**config.mk**
```make
export PLATFORM = sky130hd
export DESIGN_NAME = short_name_mangler
export DESIGN_NICKNAME = d
export VERILOG_FILES = /design/src/rtl/smn_pkg.sv /design/src/rtl/smn_front.sv /design/src/rtl/smn_queue.sv /design/src/rtl/smn_back.sv /design/src/rtl/short_name_mangler.sv
export SDC_FILE = /design/constraint.sdc
export NUM_CORES = 1
export LEC_CHECK = 0
export ABC_AREA = 1
export BUFFER_PORTS_ARGS = -buffer_cell sky130_fd_sc_hd__buf_2
export CAP_MARGIN = 25
export CORE_MARGIN = 4
export CORE_UTILIZATION = 45
export DETAILED_ROUTE_END_ITERATION = 8
export GPL_TIMING_DRIVEN = 0
export PLACE_DENSITY = 0.61
export SLEW_MARGIN = 10
export SYNTH_ARGS = -nofsm -noshare
export SYNTH_HDL_FRONTEND = slang
export SYNTH_HIERARCHICAL = 1
export SYNTH_SLANG_ARGS = --single-unit
```
**constraint.sdc**
```tcl
create_clock -name aclk -period 9.9 [get_ports aclk]
set_input_delay 0.495 -clock aclk [delete_from_list [all_inputs] [get_ports aclk]]
set_output_delay 0.495 -clock aclk [all_outputs]
set_load 0.01 [all_outputs]
```
**src/rtl/smn_pkg.sv**
```systemverilog
// ----------------------------------------------------------------------------
// smn_pkg: shared types and helpers for the short name mangler
// Word formats, the name record handed from front to back, the 42-entry
// hash character table and the byte helpers.
// ----------------------------------------------------------------------------
`default_nettype none

package smn_pkg;

    localparam int BASE_CHARS = 5;
    localparam int EXT_CHARS  = 3;

    localparam int BASE_CNT_W = $clog2(BASE_CHARS + 1);
    localparam int EXT_CNT_W  = $clog2(EXT_CHARS + 1);
    localparam int BASE_IDX_W = (BASE_CHARS > 1) ? $clog2(BASE_CHARS) : 1;
    localparam int EXT_IDX_W  = (EXT_CHARS > 1) ? $clog2(EXT_CHARS) : 1;

    // base, '~', two hash chars, '.', extension
    localparam int MAX_LINE = BASE_CHARS + 4 + EXT_CHARS;
    localparam int LINE_W   = $clog2(MAX_LINE + 1);
    localparam int LEN_W    = 5;

    localparam int TABLE_SIZE = 42;
    localparam int DIGIT_W    = 6;
    // floor(b * 781 / 2^15) == floor(b / 42) for every 8-bit b
    localparam int RECIP_42   = 781;
    localparam int RECIP_SH   = 15;

    localparam int QDEPTH = 2;
    localparam int QPTR_W = (QDEPTH > 1) ? $clog2(QDEPTH) : 1;
    localparam int QCNT_W = $clog2(QDEPTH + 1);

    localparam logic [7:0] DOT_CHAR   = 8'h2E;
    localparam logic [7:0] TILDE_CHAR = 8'h7E;
    localparam logic [7:0] NUL_CHAR   = 8'h00;

    localparam logic [0:TABLE_SIZE-1][7:0] MANGLE_TABLE =
        "0123456789ABCDEFGHIJKLMNOPQRSTUVWXYZ_-!@#$";

    typedef struct packed {
        logic [7:0] name_byte;
        logic       final_byte;
    } smn_in_t;

    typedef struct packed {
        logic [7:0]       short_char;
        logic             run_end;
        logic             no_short_name;
        logic [LEN_W-1:0] utf16_length;
    } smn_out_t;

    // one finished long name, ready to be spelled out
    typedef struct packed {
        logic                            leading_dot;
        logic [BASE_CNT_W-1:0]           base_count;
        logic [BASE_CHARS-1:0][7:0]      base_chars;
        logic [EXT_CNT_W-1:0]            ext_count;
        logic [EXT_CHARS-1:0][7:0]       ext_chars;
        logic [DIGIT_W-1:0]              hash_hi;
        logic [DIGIT_W-1:0]              hash_lo;
    } smn_name_t;

    typedef struct packed {
        logic full;
        logic empty;
    } smn_q_status_t;

    typedef struct packed {
        logic [2:0]         quo;
        logic [DIGIT_W-1:0] rem;
    } smn_div_t;

    function automatic logic [7:0] upcase(input logic [7:0] c);
        logic [7:0] r;
        r = c;
        if (c >= 8'h61 && c <= 8'h7A) begin
            r = c - 8'h20;
        end else if (c >= 8'hE0 && c <= 8'hFE && c != 8'hF7) begin
            r = c - 8'h20;
        end
        return r;
    endfunction

    function automatic smn_div_t split42(input logic [7:0] b);
        logic [17:0] prod;
        logic [7:0]  back;
        smn_div_t    d;
        prod  = {10'd0, b} * 18'(RECIP_42);
        d.quo = prod[RECIP_SH+2:RECIP_SH];
        back  = {5'd0, d.quo} * 8'(TABLE_SIZE);
        d.rem = DIGIT_W'(b - back);
        return d;
    endfunction

endpackage

`default_nettype wire

```
**src/rtl/smn_front.sv**
```systemverilog
// ----------------------------------------------------------------------------
// smn_front: name byte intake
// Captures base and extension characters, keeps the hash as two base-42
// digits, and pushes a finished name record on the final byte.
// ----------------------------------------------------------------------------
`default_nettype none

module smn_front (
    input  wire logic                 aclk,
    input  wire logic                 aresetn,
    input  wire logic                 s_valid,
    output logic                      s_ready,
    input  wire smn_pkg::smn_in_t     s_word,
    input  wire smn_pkg::smn_q_status_t q_status,
    output logic                      q_push,
    output smn_pkg::smn_name_t        q_name
);

    logic [smn_pkg::BASE_CHARS-1:0][7:0] base_store_reg, base_store_next;
    logic [smn_pkg::EXT_CHARS-1:0][7:0]  ext_store_reg, ext_store_next;
    logic [smn_pkg::BASE_CNT_W-1:0] base_count_reg, base_count_next, base_count_new;
    logic [smn_pkg::EXT_CNT_W-1:0]  ext_count_reg, ext_count_next, ext_count_new;
    logic dot_seen_reg, dot_seen_next, dot_seen_new;
    logic at_start_reg, at_start_next;
    logic lead_dot_reg, lead_dot_next, lead_dot_new;
    logic [smn_pkg::DIGIT_W-1:0] hi_reg, hi_next, hi_new;
    logic [smn_pkg::DIGIT_W-1:0] lo_reg, lo_next, lo_new;

    logic               accept;
    logic               is_dot;
    logic [7:0]         up;
    logic               base_fill, ext_fill;
    smn_pkg::smn_div_t  split;
    logic [smn_pkg::DIGIT_W:0] lo_sum, hi_sum;
    logic               carry;

    assign s_ready = !q_status.full;
    assign accept  = s_valid && s_ready;

    always_comb begin
        is_dot    = (s_word.name_byte == smn_pkg::DOT_CHAR);
        up        = smn_pkg::upcase(s_word.name_byte);
        base_fill = base_count_reg < smn_pkg::BASE_CNT_W'(smn_pkg::BASE_CHARS);
        ext_fill  = dot_seen_reg &&
                    (ext_count_reg < smn_pkg::EXT_CNT_W'(smn_pkg::EXT_CHARS));

        base_store_next = base_store_reg;
        base_count_new  = base_count_reg;
        ext_store_next  = ext_store_reg;
        ext_count_new   = ext_count_reg;
        if (is_dot) begin
            ext_count_new = '0;
        end else begin
            if (base_fill) begin
                base_store_next[base_count_reg[smn_pkg::BASE_IDX_W-1:0]] = up;
                base_count_new = base_count_reg + 1'b1;
            end
            if (ext_fill) begin
                ext_store_next[ext_count_reg[smn_pkg::EXT_IDX_W-1:0]] = up;
                ext_count_new = ext_count_reg + 1'b1;
            end
        end
        dot_seen_new = dot_seen_reg || is_dot;
        lead_dot_new = at_start_reg ? is_dot : lead_dot_reg;

        // sum mod 1764 kept as hi*42 + lo
        split  = smn_pkg::split42(s_word.name_byte);
        lo_sum = {1'b0, lo_reg} + {1'b0, split.rem};
        carry  = lo_sum >= (smn_pkg::DIGIT_W+1)'(smn_pkg::TABLE_SIZE);
        lo_new = carry ? smn_pkg::DIGIT_W'(lo_sum - (smn_pkg::DIGIT_W+1)'(smn_pkg::TABLE_SIZE))
                       : lo_sum[smn_pkg::DIGIT_W-1:0];
        hi_sum = {1'b0, hi_reg} + (smn_pkg::DIGIT_W+1)'(split.quo)
               + (smn_pkg::DIGIT_W+1)'(carry);
        hi_new = (hi_sum >= (smn_pkg::DIGIT_W+1)'(smn_pkg::TABLE_SIZE))
               ? smn_pkg::DIGIT_W'(hi_sum - (smn_pkg::DIGIT_W+1)'(smn_pkg::TABLE_SIZE))
               : hi_sum[smn_pkg::DIGIT_W-1:0];

        q_push             = accept && s_word.final_byte;
        q_name.leading_dot = lead_dot_new;
        q_name.base_count  = base_count_new;
        q_name.base_chars  = base_store_next;
        q_name.ext_count   = ext_count_new;
        q_name.ext_chars   = ext_store_next;
        q_name.hash_hi     = hi_new;
        q_name.hash_lo     = lo_new;

        base_count_next = base_count_reg;
        ext_count_next  = ext_count_reg;
        dot_seen_next   = dot_seen_reg;
        at_start_next   = at_start_reg;
        lead_dot_next   = lead_dot_reg;
        hi_next         = hi_reg;
        lo_next         = lo_reg;
        if (accept) begin
            if (s_word.final_byte) begin
                base_count_next = '0;
                ext_count_next  = '0;
                dot_seen_next   = 1'b0;
                at_start_next   = 1'b1;
                lead_dot_next   = 1'b0;
                hi_next         = '0;
                lo_next         = '0;
            end else begin
                base_count_next = base_count_new;
                ext_count_next  = ext_count_new;
                dot_seen_next   = dot_seen_new;
                at_start_next   = 1'b0;
                lead_dot_next   = lead_dot_new;
                hi_next         = hi_new;
                lo_next         = lo_new;
            end
        end
    end

    always_ff @(posedge aclk) begin
        if (!aresetn) begin
            base_count_reg <= '0;
            ext_count_reg  <= '0;
            dot_seen_reg   <= 1'b0;
            at_start_reg   <= 1'b1;
            lead_dot_reg   <= 1'b0;
            hi_reg         <= '0;
            lo_reg         <= '0;
        end else begin
            base_count_reg <= base_count_next;
            ext_count_reg  <= ext_count_next;
            dot_seen_reg   <= dot_seen_next;
            at_start_reg   <= at_start_next;
            lead_dot_reg   <= lead_dot_next;
            hi_reg         <= hi_next;
            lo_reg         <= lo_next;
        end
    end

    // character stores: contents only matter below their counts
    always_ff @(posedge aclk) begin
        if (accept) begin
            base_store_reg <= base_store_next;
            ext_store_reg  <= ext_store_next;
        end
    end

endmodule

`default_nettype wire

```
**src/rtl/smn_queue.sv**
```systemverilog
// ----------------------------------------------------------------------------
// smn_queue: name record queue
// Small FIFO of finished names between intake and output sequencer.
// ----------------------------------------------------------------------------
`default_nettype none

module smn_queue (
    input  wire logic                 aclk,
    input  wire logic                 aresetn,
    input  wire logic                 push,
    input  wire smn_pkg::smn_name_t   push_name,
    input  wire logic                 pop,
    output smn_pkg::smn_name_t        head_name,
    output smn_pkg::smn_q_status_t    status
);

    smn_pkg::smn_name_t            slot_reg [smn_pkg::QDEPTH];
    logic [smn_pkg::QPTR_W-1:0]    wr_ptr_reg, wr_ptr_next;
    logic [smn_pkg::QPTR_W-1:0]    rd_ptr_reg, rd_ptr_next;
    logic [smn_pkg::QCNT_W-1:0]    count_reg, count_next;
    logic                          do_push, do_pop;

    function automatic logic [smn_pkg::QPTR_W-1:0] bump(
        input logic [smn_pkg::QPTR_W-1:0] p);
        logic [smn_pkg::QPTR_W-1:0] r;
        r = (p == smn_pkg::QPTR_W'(smn_pkg::QDEPTH - 1)) ? '0 : p + 1'b1;
        return r;
    endfunction

    always_comb begin
        status.full  = (count_reg == smn_pkg::QCNT_W'(smn_pkg::QDEPTH));
        status.empty = (count_reg == '0);
        do_push      = push && !status.full;
        do_pop       = pop && !status.empty;
        head_name    = slot_reg[rd_ptr_reg];
        wr_ptr_next  = do_push ? bump(wr_ptr_reg) : wr_ptr_reg;
        rd_ptr_next  = do_pop ? bump(rd_ptr_reg) : rd_ptr_reg;
        count_next   = count_reg;
        if (do_push && !do_pop) begin
            count_next = count_reg + 1'b1;
        end else if (do_pop && !do_push) begin
            count_next = count_reg - 1'b1;
        end
    end

    always_ff @(posedge aclk) begin
        if (!aresetn) begin
            wr_ptr_reg <= '0;
            rd_ptr_reg <= '0;
            count_reg  <= '0;
        end else begin
            wr_ptr_reg <= wr_ptr_next;
            rd_ptr_reg <= rd_ptr_next;
            count_reg  <= count_next;
        end
    end

    always_ff @(posedge aclk) begin
        if (do_push) begin
            slot_reg[wr_ptr_reg] <= push_name;
        end
    end

endmodule

`default_nettype wire

```
**src/rtl/smn_back.sv**
```systemverilog
// ----------------------------------------------------------------------------
// smn_back: short name sequencer
// Spells out BASE~HL.EXT from the head name record, one word per cycle
// while m_ready allows, into the output register (one word if dot-led).
// ----------------------------------------------------------------------------
`default_nettype none

module smn_back (
    input  wire logic                  aclk,
    input  wire logic                  aresetn,
    input  wire smn_pkg::smn_name_t    head_name,
    input  wire smn_pkg::smn_q_status_t q_status,
    output logic                       q_pop,
    output logic                       m_valid,
    input  wire logic                  m_ready,
    output smn_pkg::smn_out_t          m_word
);

    localparam logic [smn_pkg::LINE_W-1:0] TILDE_POS = smn_pkg::LINE_W'(0);
    localparam logic [smn_pkg::LINE_W-1:0] HI_POS    = smn_pkg::LINE_W'(1);
    localparam logic [smn_pkg::LINE_W-1:0] LO_POS    = smn_pkg::LINE_W'(2);
    localparam logic [smn_pkg::LINE_W-1:0] DOT_POS   = smn_pkg::LINE_W'(3);
    localparam logic [smn_pkg::LINE_W-1:0] EXT_POS   = smn_pkg::LINE_W'(4);

    logic [smn_pkg::LINE_W-1:0] pos_reg, pos_next;
    logic                       m_valid_reg, m_valid_next;
    smn_pkg::smn_out_t          m_word_reg;

    logic [smn_pkg::LINE_W-1:0] base_len, line_len, rel, ext_rel;
    logic                       last;
    logic                       load;
    smn_pkg::smn_out_t          word;

    always_comb begin
        base_len = smn_pkg::LINE_W'(head_name.base_count);
        line_len = base_len + EXT_POS + smn_pkg::LINE_W'(head_name.ext_count);
        rel      = pos_reg - base_len;
        ext_rel  = rel - EXT_POS;

        if (pos_reg < base_len) begin
            word.short_char = head_name.base_chars[pos_reg[smn_pkg::BASE_IDX_W-1:0]];
        end else begin
            case (rel)
                TILDE_POS: word.short_char = smn_pkg::TILDE_CHAR;
                HI_POS:    word.short_char = smn_pkg::MANGLE_TABLE[head_name.hash_hi];
                LO_POS:    word.short_char = smn_pkg::MANGLE_TABLE[head_name.hash_lo];
                DOT_POS:   word.short_char = smn_pkg::DOT_CHAR;
                default:   word.short_char =
                               head_name.ext_chars[ext_rel[smn_pkg::EXT_IDX_W-1:0]];
            endcase
        end

        if (head_name.leading_dot) begin
            last               = 1'b1;
            word.short_char    = smn_pkg::NUL_CHAR;
            word.no_short_name = 1'b1;
            word.utf16_length  = '0;
        end else begin
            last               = (pos_reg == line_len - 1'b1);
            word.no_short_name = 1'b0;
            word.utf16_length  = smn_pkg::LEN_W'({line_len, 1'b0});
        end
        word.run_end = last;

        load  = !q_status.empty && (!m_valid_reg || m_ready);
        q_pop = load && last;

        pos_next = pos_reg;
        if (load) begin
            pos_next = last ? '0 : pos_reg + 1'b1;
        end
        m_valid_next = m_valid_reg;
        if (load) begin
            m_valid_next = 1'b1;
        end else if (m_ready) begin
            m_valid_next = 1'b0;
        end
    end

    always_ff @(posedge aclk) begin
        if (!aresetn) begin
            pos_reg     <= '0;
            m_valid_reg <= 1'b0;
        end else begin
            pos_reg     <= pos_next;
            m_valid_reg <= m_valid_next;
        end
    end

    always_ff @(posedge aclk) begin
        if (load) begin
            m_word_reg <= word;
        end
    end

    assign m_valid = m_valid_reg;
    assign m_word  = m_word_reg;

endmodule

`default_nettype wire

```
**src/rtl/short_name_mangler.sv**
```systemverilog
// ----------------------------------------------------------------------------
// short_name_mangler: 8.3 style short name generator
// Turns a long file name, streamed one byte per word, into BASE~HL.EXT.
// ----------------------------------------------------------------------------
// Usage:
//   s_* channel: one long-name byte per word, final_byte set on the last.
//     The intake takes a word every cycle while the name queue has room;
//     s_ready drops only when two finished names are still waiting.
//   m_* channel: one short-name character per word, run_end on the last.
//     A name that starts with '.' gives one word with no_short_name set
//     and a zero character. utf16_length repeats twice the char count.
//   Flow: the final byte is queued at the edge that takes it; with the
//     output idle the first character is loaded into the output register
//     at the next edge. A name then drains at one word per cycle while
//     m_ready is high, 5 to 12 words (one for a dot-led name).
//   Throughput: one input byte per cycle; output is bounded by one word
//     per cycle from the output register, so names shorter than their
//     short form back up into the two-entry queue and then stall s_ready.
//   Reset (aresetn low, synchronous): partial name dropped, queue emptied,
//     m_valid low. A stalled m_ready holds the output word; intake keeps
//     running until the queue fills.
// ----------------------------------------------------------------------------
`default_nettype none

module short_name_mangler (
    input  wire logic              aclk,
    input  wire logic              aresetn,
    input  wire logic              s_valid,
    output logic                   s_ready,
    input  wire smn_pkg::smn_in_t  s_word,
    output logic                   m_valid,
    input  wire logic              m_ready,
    output smn_pkg::smn_out_t      m_word
);

    smn_pkg::smn_q_status_t q_status;
    smn_pkg::smn_name_t     push_name;
    smn_pkg::smn_name_t     head_name;
    logic                   q_push;
    logic                   q_pop;

    // front: capture chars, track hash digits, emit a record per name
    smn_front u_front (
        .aclk     (aclk),
        .aresetn  (aresetn),
        .s_valid  (s_valid),
        .s_ready  (s_ready),
        .s_word   (s_word),
        .q_status (q_status),
        .q_push   (q_push),
        .q_name   (push_name)
    );

    // decouples intake from the output burst
    smn_queue u_queue (
        .aclk      (aclk),
        .aresetn   (aresetn),
        .push      (q_push),
        .push_name (push_name),
        .pop       (q_pop),
        .head_name (head_name),
        .status    (q_status)
    );

    // back: walks the head record one character per word
    smn_back u_back (
        .aclk      (aclk),
        .aresetn   (aresetn),
        .head_name (head_name),
        .q_status  (q_status),
        .q_pop     (q_pop),
        .m_valid   (m_valid),
        .m_ready   (m_ready),
        .m_word    (m_word)
    );

endmodule

`default_nettype wire

```
==> results.toml <==
[sta]
timing.final.hold_violations = 0
clock-skew-final_ns = 0.0306
clock.fmax_mhz = 125
timing_worst_slew_pin_value_ns = 0.969
slew_viol_final = 0
finalSetupViolCount = 0
max-slew-margin-rel_pct = 35.2
timing.setup.tns_ns = 0
final_period_minus_worst_setup_slack_ns = 7.98
final_min_period_over_clock_period_pct = 80.6
post-route-worst-setup-slack_ns = 1.92
grt_setup_unrepaired = "false"

[final_layout]
design.final.nets = 1492
fillerInstances = 2899
fraction_of_final_layout_cells_with_drive_strength_greater_than_1_pct = 17.8
synth_to_final_area_change_pct = 11.9
insertedDiodeCount = 0
max_reg_flops = 164

[logic_synthesis]
yosys_register_bits = 272
yosys.area_share.xor_xnor_pct = 1.42
synth.yosys.warnings = 6
post_synth_fa_ha_maj_area_fraction_pct = 9.68
number_of_enable_type_register_cells_in_the_synthesized_netlist = 242
syn_area_um2 = 14800
synth_area_per_cell_um2 = 11.3
main_flop_type_after_synthesis = "sky130_fd_sc_hd__edfxtp_1"
post_synth_inst_count = 1304
syn_nets = 1424
synth.yosys.seq_area_share_pct = 53.3
synth.mux.area_fraction_pct = 8.81
synth_top_cells_by_area = "sky130_fd_sc_hd__edfxtp_1 49%, sky130_fd_sc_hd__mux2_4 8.1%, sky130_fd_sc_hd__ha_1 8.1%"
synth_largest_area_cell = "sky130_fd_sc_hd__edfxtp_1"
synth-compound-area-share_pct = 8.50
synth_cell_types = 57
postSynth.asyncResetShare_pct = 0
synth_top_family_by_area = "simple AND/OR/NAND/NOR gates"
synth_top_cell_area_share_pct = 49.2
post_synth_and_or_nand_nor_area_fraction_pct = 13.0

[placement]
pre_cts_ws_ns = 1.36
port_buffers = 28
globalplace.congestion = 0.833
dpl.hpwl_mm = 23.0

[route]
post_drt_wl_per_cell_um = 17.4
drtPass1Iterations = 5
postRouteWirelength_mm = 32.0
detail_route.vias_per_cell = 5.19
post-route-drc-count = 0
drtAntennaViolNets = 0
via_count = 9512
iteration_0_drc_count_of_the_detailed_router = 782

[global_route]
wire_length_of_the_first_global_routing_pass_mm = 50.3
grt_start_max_net_pins = 41
grt_antenna_before_repair = 0
total_congestion_overflow = 0
first_global_vias = 9231
gr-usage-all-layers_pct = 17.6

[clock_network]
cts_htree_levels = 1
clock_sinks = 272
clockBufferDepth = 3
gates_resized_cts_repair = 0
clock_tree.root_cell = "sky130_fd_sc_hd__clkbuf_16"
clock_transition_at_the_registers_of_the_reported_paths_ns = 0.06
tritoncts = "built"
cts_buffers = 28
post_cts_hold_buffer_count = 0
cts_setup_buffers = 0
clkLatencyLatePin_ns = 0.57

[job]
maxCapViolations = 0

[power_and_ir_drop]
pwr_density_cell_nw_per_um2 = 244
leakage_power_nw = 6.68
irDropWorstVdd_uv = 175

[floorplanning]
num_io_pins = 30
die_h_um = 189
floorplan.rows = 66
core_area_um2 = 32500
dieArea_um2 = 35800
die-width_um = 189
initial_core_util_pct = 45.5

[outcome]
outcome = "finished clean"

[critical_path]
cp_peak_stage_delay_ns = 0.56
startpoint_type = "input pin"
critPathKind = "in2reg"
slowest_stage = "sky130_fd_sc_hd__clkinv_1"
critical-path-top-cell-by-count = "sky130_fd_sc_hd__ha_1"
worstPathMaxFanout = 11
worstSetupEndpointType = "flop"
critPathArrivalTime_ns = 8.26
cp.required_ns = 10.18

[worst_hold_path]
worst_hold_path_type = "in2reg"
==> layout make-up <==
type                       instances  area, um^2  share of cell area (%)
clock inverter                    14         140                   0.848
sequential                       272        7870                    47.6
multi-input combinational        874        6130                    37.1
timing repair buffer              38         325                    1.97
clock buffer                      34         723                    4.38
buffer                            37         324                    1.96
inverter                         121         462                    2.79
tap                              442         553                    3.35
==> metal layers <==
layer  up-vias  part of all wire [%]  wire, um  GRT usage, %
met5         -                     0         0             0
met4         0                   1.7       553          3.95
met3        39                   5.2      1650          2.21
met2       222                    45     14500          28.7
met1      4577                    48     15200          25.5
li1       4674                     -         -             -
==> report_power, final <==
group          total (mW)  switching [mW]  internal (mW)
sequential           1.54          0.0429           1.50
clock               0.998           0.428          0.570
combinational        1.49           0.955          0.540
==> worst paths after layout <==
kind	startpoint	to	slack (ns)	depth (start not counted)
worst max-delay path	s_word[3]	u_queue/slot_reg[0][8]	1.92	41
worst min-delay path	m_ready	u_back/m_valid	0.24	4
worst max register to register	u_front/lo_reg[0]	u_queue/slot_reg[0][8]	5.65	22
worst min register to register	u_front/hi_reg[2]	u_front/hi_reg[2]	0.47	2
==> through the flow <==
stage	total power, mW	hold WS (ns)	cells	cell area (um^2)	utilization (%)
floorplan	2.64	0.445	1304	14800	-
global placement	3.01	0.457	1774	15500	47.6
detailed placement	3.05	0.463	1784	15700	48.3
CTS	4.05	0.226	1832	16500	50.9
global route	4.30	0.273	1832	16500	50.9
finish	4.03	0.241	1832	16500	50.9
==> synthesized netlist by cell type (3+ instances only) <==
cell                       count
sky130_fd_sc_hd__a21oi_1      78
sky130_fd_sc_hd__edfxtp_1    242
sky130_fd_sc_hd__nand2_2      20
sky130_fd_sc_hd__fa_1         12
sky130_fd_sc_hd__nand4_1       6
sky130_fd_sc_hd__dfxtp_1      30
sky130_fd_sc_hd__mux2_4       80
sky130_fd_sc_hd__nand2_4       8
sky130_fd_sc_hd__a22oi_1       3
sky130_fd_sc_hd__nor2_1       72
sky130_fd_sc_hd__buf_2         7
sky130_fd_sc_hd__a21oi_2       6
sky130_fd_sc_hd__o21ai_2       3
sky130_fd_sc_hd__inv_2         4
sky130_fd_sc_hd__buf_6         4
sky130_fd_sc_hd__xor2_1       19
sky130_fd_sc_hd__clkbuf_1     15
sky130_fd_sc_hd__nand3_1      46
sky130_fd_sc_hd__nand3_2       5
sky130_fd_sc_hd__buf_12        8
sky130_fd_sc_hd__xnor2_1       5
sky130_fd_sc_hd__ha_1         95
sky130_fd_sc_hd__o21ai_1       3
sky130_fd_sc_hd__nand2_1     244
sky130_fd_sc_hd__inv_1       110
sky130_fd_sc_hd__mux2_2        7
sky130_fd_sc_hd__clkinv_1      6
sky130_fd_sc_hd__nand3b_1      3
sky130_fd_sc_hd__o22ai_1       8
sky130_fd_sc_hd__a31oi_1       4
sky130_fd_sc_hd__o21ai_0     113
sky130_fd_sc_hd__and2_1        4
==> cells by family (layout without fill, tap and decap cells) <==
family,Yosys count,after routing
buffers and inverters,158,244
DFF,272,272
xor gates and xnor gates,24,24
muxes,89,89
AOI/OAI and AO/OA,230,230
other,1,1
and+or+nand+nor,423,423
adders and majority gates,107,107
==> cells in the final DEF (no fill, tap or decap), types with 19 or more instances in the layout <==
cell type | synthesis | final
sky130_fd_sc_hd__a21oi_1 | 78 | 77
sky130_fd_sc_hd__buf_2 | 7 | 35
sky130_fd_sc_hd__clkbuf_1 | 15 | 21
sky130_fd_sc_hd__clkbuf_16 | 0 | 28
sky130_fd_sc_hd__dfxtp_1 | 30 | 30
sky130_fd_sc_hd__edfxtp_1 | 242 | 242
sky130_fd_sc_hd__ha_1 | 95 | 95
sky130_fd_sc_hd__inv_1 | 110 | 109
sky130_fd_sc_hd__mux2_4 | 80 | 80
sky130_fd_sc_hd__nand2_1 | 244 | 244
sky130_fd_sc_hd__nand2_2 | 20 | 20
sky130_fd_sc_hd__nand3_1 | 46 | 46
sky130_fd_sc_hd__nor2_1 | 72 | 70
sky130_fd_sc_hd__o21ai_0 | 113 | 112
sky130_fd_sc_hd__xor2_1 | 19 | 19
==> critical path: cells and delay by family <==
family / cells / cell delay [ns]
buffers and inverters: 7 / 1.18
AO/OA/AOI/OAI: 5 / 0.89
adder cells (fa/ha/maj): 11 / 3.47
XOR/XNOR: 3 / 0.83
AND/OR/NAND/NOR: 15 / 1.36
Power figures use the tool's default switching activity.
